===== src/rtl/core/fscl_pkg.sv =====
`default_nettype none

package fscl_pkg;

    localparam int unsigned CFG_INDEX_W  = 2;
    localparam int unsigned CFG_DATA_W   = 8;
    localparam int unsigned S_TDATA_W    = 16;
    localparam int unsigned M_TDATA_W    = 8;
    localparam int unsigned RUN_CNT_W    = 6;

    localparam logic [2:0] TARGET_RESET    = 3'd1;
    localparam logic [7:0] WAIT_LIMIT_RESET = 8'd250;
    localparam logic [5:0] TRAILING_RESET  = 6'd16;
    localparam logic [3:0] ATTEMPTS_RESET  = 4'd2;

    typedef enum logic [CFG_INDEX_W-1:0] {
        CFG_TARGET_SELECT   = 2'd0,
        CFG_DONE_WAIT_LIMIT = 2'd1,
        CFG_TRAILING_CLOCKS = 2'd2,
        CFG_MAX_ATTEMPTS    = 2'd3
    } cfg_index_t;

    typedef enum logic [1:0] {
        PH_SEND  = 2'd0,
        PH_START = 2'd1,
        PH_OK    = 2'd2,
        PH_FAIL  = 2'd3
    } phase_t;

    typedef enum logic [2:0] {
        ST_BUSY       = 3'd0,
        ST_INIT_ERROR = 3'd1,
        ST_CONFIGURED = 3'd2,
        ST_RETRY      = 3'd3,
        ST_GAVE_UP    = 3'd4,
        ST_IGNORED    = 3'd5
    } status_t;

    typedef enum logic {
        REQ_BYTE = 1'b0,
        REQ_TICK = 1'b1
    } req_type_t;

    typedef enum logic [2:0] {
        TGT_DEV1 = 3'd1,
        TGT_DEV2 = 3'd2,
        TGT_DEV3 = 3'd3,
        TGT_DEV4 = 3'd4,
        TGT_PAIR = 3'd5
    } target_t;

    function automatic logic [3:0] watch_mask(input logic [2:0] target);
        logic [3:0] mask;
        begin
            case (target)
                TGT_DEV1: mask = 4'b0001;
                TGT_DEV2: mask = 4'b0010;
                TGT_DEV3: mask = 4'b0100;
                TGT_DEV4: mask = 4'b1000;
                TGT_PAIR: mask = 4'b0011;
                default:  mask = 4'b0001;
            endcase
            return mask;
        end
    endfunction

endpackage

`default_nettype wire


===== src/rtl/core/fpga_serial_config_loader.sv =====
// Each accepted item is loaded into the run counter registers, and each of its results is then registered
// into the output stage. The run counter gives one pulse per cycle while the output is free or taken;
// a byte item gives 8 results (1 if ignored), a tick item 1, or 1 + trailing_clocks when it ends the startup.
// The next item is taken in the cycle the last result of the current one leaves the counter.
// Reset (rst_n low, asynchronous) clears the load state and the run, and restores the
// register defaults: target 1, wait limit 250, 16 trailing pulses, 2 attempts.
`default_nettype none

module fpga_serial_config_loader
(
    input  wire                                     clk,
    input  wire                                     rst_n,
    // configuration write channel
    input  wire                                     cfg_valid,
    output logic                                    cfg_ready,
    input  wire  [fscl_pkg::CFG_INDEX_W-1:0]        cfg_index,
    input  wire  [fscl_pkg::CFG_DATA_W-1:0]         cfg_data,
    // input items
    input  wire                                     s_tvalid,
    output logic                                    s_tready,
    input  wire  [fscl_pkg::S_TDATA_W-1:0]          s_tdata, // data_byte[7:0], init_levels[11:8], done_levels[15:12]
    input  wire                                     s_tuser, // req_type
    // result items
    output logic                                    m_tvalid,
    input  wire                                     m_tready,
    output logic [fscl_pkg::M_TDATA_W-1:0]          m_tdata, // din_bit[0], cclk_pulse[1], status[4:2], zero[7:5]
    output logic                                    m_tlast  // last_of_run
);

    import fscl_pkg::*;

    logic [2:0]             target_reg;
    logic [7:0]             wait_limit_reg;
    logic [5:0]             trailing_reg;
    logic [3:0]             max_att_reg;

    phase_t                 phase_reg, phase_next;
    logic                   init_err_reg, init_err_next;
    logic [7:0]             tick_reg, tick_next;
    logic [3:0]             att_reg, att_next;

    logic                   job_active_reg;
    logic [7:0]             job_shift_reg, job_shift_next;
    logic [RUN_CNT_W-1:0]   job_cnt_reg, job_cnt_next;
    logic                   job_clk_reg, job_clk_next;
    status_t                job_status_reg, job_status_next;

    logic                   out_valid_reg;
    logic                   out_din_reg;
    logic                   out_clk_reg;
    logic                   out_last_reg;
    status_t                out_status_reg;

    logic                   job_emit;
    logic                   job_final;
    logic                   in_accept;

    logic [7:0]             in_byte;
    logic [3:0]             in_init;
    logic [3:0]             in_done;
    logic [3:0]             mask;
    logic                   byte_ignored;
    logic                   tick_ignored;
    logic                   init_bad;
    logic                   done_ok;
    logic                   at_limit;
    logic                   run_end;
    logic [7:0]             tick_inc;
    logic [3:0]             att_inc;
    logic                   give_up;

    assign in_byte = s_tdata[7:0];
    assign in_init = s_tdata[11:8];
    assign in_done = s_tdata[15:12];

    assign cfg_ready = 1'b1;

    assign job_emit  = job_active_reg && (!out_valid_reg || m_tready);
    assign job_final = job_emit && (job_cnt_reg == '0);
    assign s_tready  = !job_active_reg || job_final;
    assign in_accept = s_tvalid && s_tready;

    assign mask         = watch_mask(target_reg);
    assign byte_ignored = (phase_reg != PH_SEND) || init_err_reg;
    assign tick_ignored = (phase_reg == PH_OK) || (phase_reg == PH_FAIL);
    assign init_bad     = (in_init & mask) != mask;
    assign done_ok      = (in_done & mask) == mask;
    assign tick_inc     = tick_reg + 8'd1;
    assign at_limit     = tick_inc >= wait_limit_reg;
    assign run_end      = done_ok || at_limit;
    assign att_inc      = att_reg + 4'd1;
    assign give_up      = att_inc >= max_att_reg;

    // next load state
    always_comb
    begin
        phase_next    = phase_reg;
        init_err_next = init_err_reg;
        tick_next     = tick_reg;
        att_next      = att_reg;
        if (s_tuser == REQ_BYTE)
        begin
            if (!byte_ignored && init_bad)
            begin
                init_err_next = 1'b1;
            end
        end
        else if (!tick_ignored)
        begin
            phase_next = PH_START;
            tick_next  = tick_inc;
            if (done_ok)
            begin
                phase_next = PH_OK;
            end
            else if (at_limit)
            begin
                att_next = att_inc;
                if (give_up)
                begin
                    phase_next = PH_FAIL;
                end
                else
                begin
                    phase_next    = PH_SEND;
                    init_err_next = 1'b0;
                    tick_next     = 8'd0;
                end
            end
        end
    end

    // run setup for the accepted item
    always_comb
    begin
        job_shift_next  = 8'd0;
        job_cnt_next    = '0;
        job_clk_next    = 1'b1;
        job_status_next = ST_BUSY;
        if (s_tuser == REQ_BYTE)
        begin
            if (byte_ignored)
            begin
                job_clk_next    = 1'b0;
                job_status_next = ST_IGNORED;
            end
            else
            begin
                job_shift_next  = in_byte;
                job_cnt_next    = RUN_CNT_W'(7);
                job_status_next = init_bad ? ST_INIT_ERROR : ST_BUSY;
            end
        end
        else if (tick_ignored)
        begin
            job_clk_next    = 1'b0;
            job_status_next = ST_IGNORED;
        end
        else if (run_end)
        begin
            job_cnt_next = trailing_reg;
            if (done_ok)
            begin
                job_status_next = ST_CONFIGURED;
            end
            else
            begin
                job_status_next = give_up ? ST_GAVE_UP : ST_RETRY;
            end
        end
    end

    always_ff @(posedge clk or negedge rst_n)
    begin
        if (!rst_n)
        begin
            target_reg     <= TARGET_RESET;
            wait_limit_reg <= WAIT_LIMIT_RESET;
            trailing_reg   <= TRAILING_RESET;
            max_att_reg    <= ATTEMPTS_RESET;
        end
        else if (cfg_valid && cfg_ready)
        begin
            case (cfg_index_t'(cfg_index))
                CFG_TARGET_SELECT:   target_reg     <= cfg_data[2:0];
                CFG_DONE_WAIT_LIMIT: wait_limit_reg <= cfg_data[7:0];
                CFG_TRAILING_CLOCKS: trailing_reg   <= cfg_data[5:0];
                CFG_MAX_ATTEMPTS:    max_att_reg    <= cfg_data[3:0];
                default:             ;
            endcase
        end
    end

    always_ff @(posedge clk or negedge rst_n)
    begin
        if (!rst_n)
        begin
            phase_reg    <= PH_SEND;
            init_err_reg <= 1'b0;
            tick_reg     <= 8'd0;
            att_reg      <= 4'd0;
        end
        else if (in_accept)
        begin
            phase_reg    <= phase_next;
            init_err_reg <= init_err_next;
            tick_reg     <= tick_next;
            att_reg      <= att_next;
        end
    end

    // run counter: one pulse per cycle while the output is free or taken, load a new item as the last one leaves
    always_ff @(posedge clk or negedge rst_n)
    begin
        if (!rst_n)
        begin
            job_active_reg <= 1'b0;
            job_cnt_reg    <= '0;
            job_shift_reg  <= 8'd0;
            job_clk_reg    <= 1'b0;
            job_status_reg <= ST_BUSY;
        end
        else if (in_accept)
        begin
            job_active_reg <= 1'b1;
            job_cnt_reg    <= job_cnt_next;
            job_shift_reg  <= job_shift_next;
            job_clk_reg    <= job_clk_next;
            job_status_reg <= job_status_next;
        end
        else if (job_final)
        begin
            job_active_reg <= 1'b0;
        end
        else if (job_emit)
        begin
            job_cnt_reg   <= job_cnt_reg - RUN_CNT_W'(1);
            job_shift_reg <= {job_shift_reg[6:0], 1'b0};
        end
    end

    always_ff @(posedge clk or negedge rst_n)
    begin
        if (!rst_n)
        begin
            out_valid_reg <= 1'b0;
        end
        else if (job_emit)
        begin
            out_valid_reg <= 1'b1;
        end
        else if (m_tready)
        begin
            out_valid_reg <= 1'b0;
        end
    end

    always_ff @(posedge clk)
    begin
        if (job_emit)
        begin
            out_din_reg    <= job_shift_reg[7];
            out_clk_reg    <= job_clk_reg;
            out_last_reg   <= job_cnt_reg == '0;
            out_status_reg <= (job_cnt_reg == '0) ? job_status_reg : ST_BUSY;
        end
    end

    assign m_tvalid = out_valid_reg;
    assign m_tlast  = out_last_reg;
    assign m_tdata  = {3'b000, out_status_reg, out_clk_reg, out_din_reg};

    a_busy_until_last: assert property (@(posedge clk) disable iff (!rst_n)
        out_valid_reg && !out_last_reg |-> out_status_reg == ST_BUSY)
        else $error("non-final result carries a status");

    a_ignored_no_pulse: assert property (@(posedge clk) disable iff (!rst_n)
        out_valid_reg && out_status_reg == ST_IGNORED |-> !out_clk_reg && !out_din_reg
            && out_last_reg)
        else $error("ignored item issued a pulse");

    a_ok_sticky: assert property (@(posedge clk) disable iff (!rst_n)
        phase_reg == PH_OK |=> phase_reg == PH_OK)
        else $error("configured phase left");

    a_fail_sticky: assert property (@(posedge clk) disable iff (!rst_n)
        phase_reg == PH_FAIL |=> phase_reg == PH_FAIL)
        else $error("gave-up phase left");

    a_idle_count_clear: assert property (@(posedge clk) disable iff (!rst_n)
        !job_active_reg |-> job_cnt_reg == '0)
        else $error("run count left over with no item in progress");

endmodule

`default_nettype wire


===== config.mk =====
export PLATFORM = sky130hd
export DESIGN_NAME = fpga_serial_config_loader
export DESIGN_NICKNAME = d
export VERILOG_FILES = /design/src/rtl/core/fscl_pkg.sv /design/src/rtl/core/fpga_serial_config_loader.sv
export SDC_FILE = /design/constraint.sdc
export NUM_CORES = 1
export LEC_CHECK = 0
export BUFFER_PORTS_ARGS = -buffer_cell sky130_fd_sc_hd__buf_4
export CAP_MARGIN = 30
export CORE_MARGIN = 10
export CORE_UTILIZATION = 26
export DETAILED_ROUTE_END_ITERATION = 8
export PLACE_DENSITY = 0.46
export SKIP_CTS_REPAIR_TIMING = 1
export SLEW_MARGIN = 0
export SYNTH_ARGS = -nofsm -noshare
export SYNTH_HDL_FRONTEND = slang
export SYNTH_SLANG_ARGS = --single-unit

===== constraint.sdc =====
create_clock -name clk -period 2.7 [get_ports clk]
set_input_delay 0.54 -clock clk [delete_from_list [all_inputs] [get_ports clk]]
set_output_delay 0.54 -clock clk [all_outputs]
set_load 0.01 [all_outputs]

==> results.yml <==
clocking:
  clk_path_buf_depth: 2
  clk_pin_slew_ns: 0.05
  clkSinkCount: 62
  cts_buffers: 9
  cts_tree: "built"
  clock-root-buffer: "clkbuf_16"
  insertion_delay_ns: 0.32
  cts.htree.levels: 3
sta:
  setup_viol: 0
  final-hold-violation-count: 0
  worst_slew_pin_slew_ns: 0.7331
  period_share_pct: 93.53
  fin_crit_ns: 2.525
  drv_slew: 0
  tns_ns: 0
  slew_headroom_pct: 51.13
  clock-skew-final_ns: 0.002528
  fmax_mhz: 396.0
cells_and_area:
  diodes: 0
  nFillCells: 1295
  layout.cells.non_filler: 536
  layout-drive-gt1-share_pct: 30.77
  nets: 407
  final_cell_mix: "buf_4 (48), dfrtp_1 (47), nand2_1 (35), mux2_2 (21), inv_1 (18)"
  final_common_cell: "buf_4"
  layout-area-overhead-vs-synth_pct: 22.97
synth:
  synth_ff_type: "dfrtp_1"
  ys_ff_latch: 62
  synth_enable_flop_cells: 6
  syn_area_sq_mm: 0.003421
  avgSynthCellArea_sq_um: 10.89
  syn_inst: 314
  seq_area_frac_synth_pct: 46.56
  yosys_warnings: 0
  synthArstFlopShare_pct: 90.32
  ys_types: 60
route:
  drc_errors: 0
  drtAntennaViolNets: 0
  drt_first_iter_violations: 114
  num_vias: 2458
  firstDrtPassIters: 4
  wl_per_cell_um: 14.45
  vias_per_cell: 4.586
  finalWirelength_um: 7746
floorplanning:
  core_sq_mm: 0.01277
  pin_count: 44
  start_util_pct: 26.78
  die-area_sq_mm: 0.01815
  die_h_um: 134.7
  die_width_um: 134.7
  placementRows: 41
setup_path:
  worst_ep_required_time_ns: 2.90
  end_kind: "register"
  r2r_start: "tick_reg[1]$_DFFE_PN0P_"
  critPathMaxFanout: 8
  arrival_ns: 2.73
  regToRegSetupSlack_ns: 0.17
  path_class: "register to register"
  ff2ff_path_depth: 11
  r2r-end: "job_cnt_reg[3]$_DFFE_PN0P_"
  startpoint_type: "register"
place:
  numPortBuffers: 39
  hpwlAfterDp_um: 5697
  place_inst: 519
  place_congestion: 0.7805
grt:
  grt_max_degree: 57
  grt_util_met2_pct: 14.89
  grt-ovfl-total: 0
  antenna_found_initial: 0
  top_usage_layer: "met2"
  use_met1_pct: 10.17
  grt_pass1_wl_um: 12850
  grt_usage_pct: 8.791
  first_global_vias: 2516
  met3_usage_pct: 2.930
flow_run:
  cap_violations: 0
min_path:
  min_path_type: "input pin to async pin"
run_status:
  status: "finished, final reports clean"
pwr:
  power.density_mw_per_mm2: 851.0
  peakVddDrop_uv: 304.7
  static-leakage-power_nw: 1.941
cell families after synthesis:
family / after synthesis / share of synthesized area [%]
AND/OR/NAND/NOR: 97 / 15.91
AO/OA/AOI/OAI: 65 / 14.81
flip-flops: 62 / 46.56
buffers and inverters: 35 / 5.450
multiplexers: 25 / 8.120
adder cells (fa/ha/maj): 16 / 5.852
XOR/XNOR: 12 / 3.072
other: 2 / 0.2195
routing by layer:
metal  vias to the layer above  routed length, um
li1                       1217                  -
met1                      1188               3457
met2                        47               3821
met3                         6                403
met4                         0                 64
met5                         -                  0
cell usage after synthesis, types with 3 or more instances:
master	n	area [sq um]
mux2_2	21	236.5
o21ai_1	4	20.02
xor2_1	6	52.55
nor2b_1	4	25.02
o2bb2ai_1	3	26.28
and3_1	3	18.77
and2_1	5	31.28
nand2b_1	5	31.28
o21ai_0	9	45.04
buf_2	5	25.02
edfxtp_1	6	180.2
buf_6	3	33.78
mux2i_1	3	30.03
a211o_1	3	26.28
inv_1	18	67.56
nand2_1	35	131.4
buf_4	7	52.55
o211a_1	3	30.03
o311ai_0	6	52.55
a21oi_1	9	45.04
xnor2_1	6	52.55
nand3b_1	3	22.52
nor2_1	16	60.06
dfstp_2	9	236.5
ha_1	16	200.2
dfrtp_1	47	1176
nand3_1	13	65.06
a31oi_1	6	37.54
where the power goes:
| group | internal, mW | total (mW) | switching [mW] |
|---|---|---|---|
| registers | 1.23 | 1.43 | 0.200 |
| logic | 0.491 | 1.04 | 0.550 |
| clock network | 0.706 | 1.11 | 0.407 |
| total | 2.42 | 3.58 | 1.16 |
final cells by class:
class                      instances  area, sq um  share of cell area, %
tap                              172        215.2                  5.116
clock buffer                       9        225.2                  5.354
multi-input combinational        220         1680                  39.95
clock inverter                     7        65.06                  1.547
timing repair buffer              48        360.3                  8.566
sequential                        62         1593                  37.86
inverter                          18        67.56                  1.606
worst max path at each step:
stage,from,end,cells past startpoint
global route,tick_reg[1]$_DFFE_PN0P_,att_reg[3]$_DFFE_PN0P_,12
floorplan,tick_reg[0]$_DFFE_PN0P_,att_reg[1]$_DFFE_PN0P_,11
global placement,tick_reg[1]$_DFFE_PN0P_,job_cnt_reg[5]$_DFFE_PN0P_,11
finish,tick_reg[1]$_DFFE_PN0P_,job_cnt_reg[3]$_DFFE_PN0P_,11
detailed placement,tick_reg[1]$_DFFE_PN0P_,job_cnt_reg[3]$_DFFE_PN0P_,11
CTS,tick_reg[1]$_DFFE_PN0P_,job_cnt_reg[3]$_DFFE_PN0P_,11
worst max-delay path: stages, from the launching register on:
cell and delay [ns]:
dfrtp_1 0.38, and3_1 0.16, nand3_1 0.09, nor2_1 0.14, xnor2_1 0.16, inv_1 0.07, ha_1 0.29, a21oi_1 0.25
o21ai_4 0.12, a31oi_4 0.27, a21oi_2 0.17, a211o_1 0.32
stage by stage:
stage | util, % | worst slack [ns] | cell area [sq um] | hold WS (ns) | total power, mW
after CTS | 32.69 | 0.08946 | 4175 | 0.3191 | 3.603
final | 32.93 | 0.1747 | 4207 | 0.2782 | 3.580
after global routing | 32.93 | -0.005885 | 4207 | 0.3404 | 3.850
after detailed placement | 30.41 | 0.1091 | 3885 | 0.4425 | 2.461
after global placement | 30.41 | 0.1505 | 3885 | 0.4320 | 2.449
after floorplan | - | 0.3335 | 3428 | 0.2444 | 2.171
Note: power is estimated with default switching activity, not from simulation.
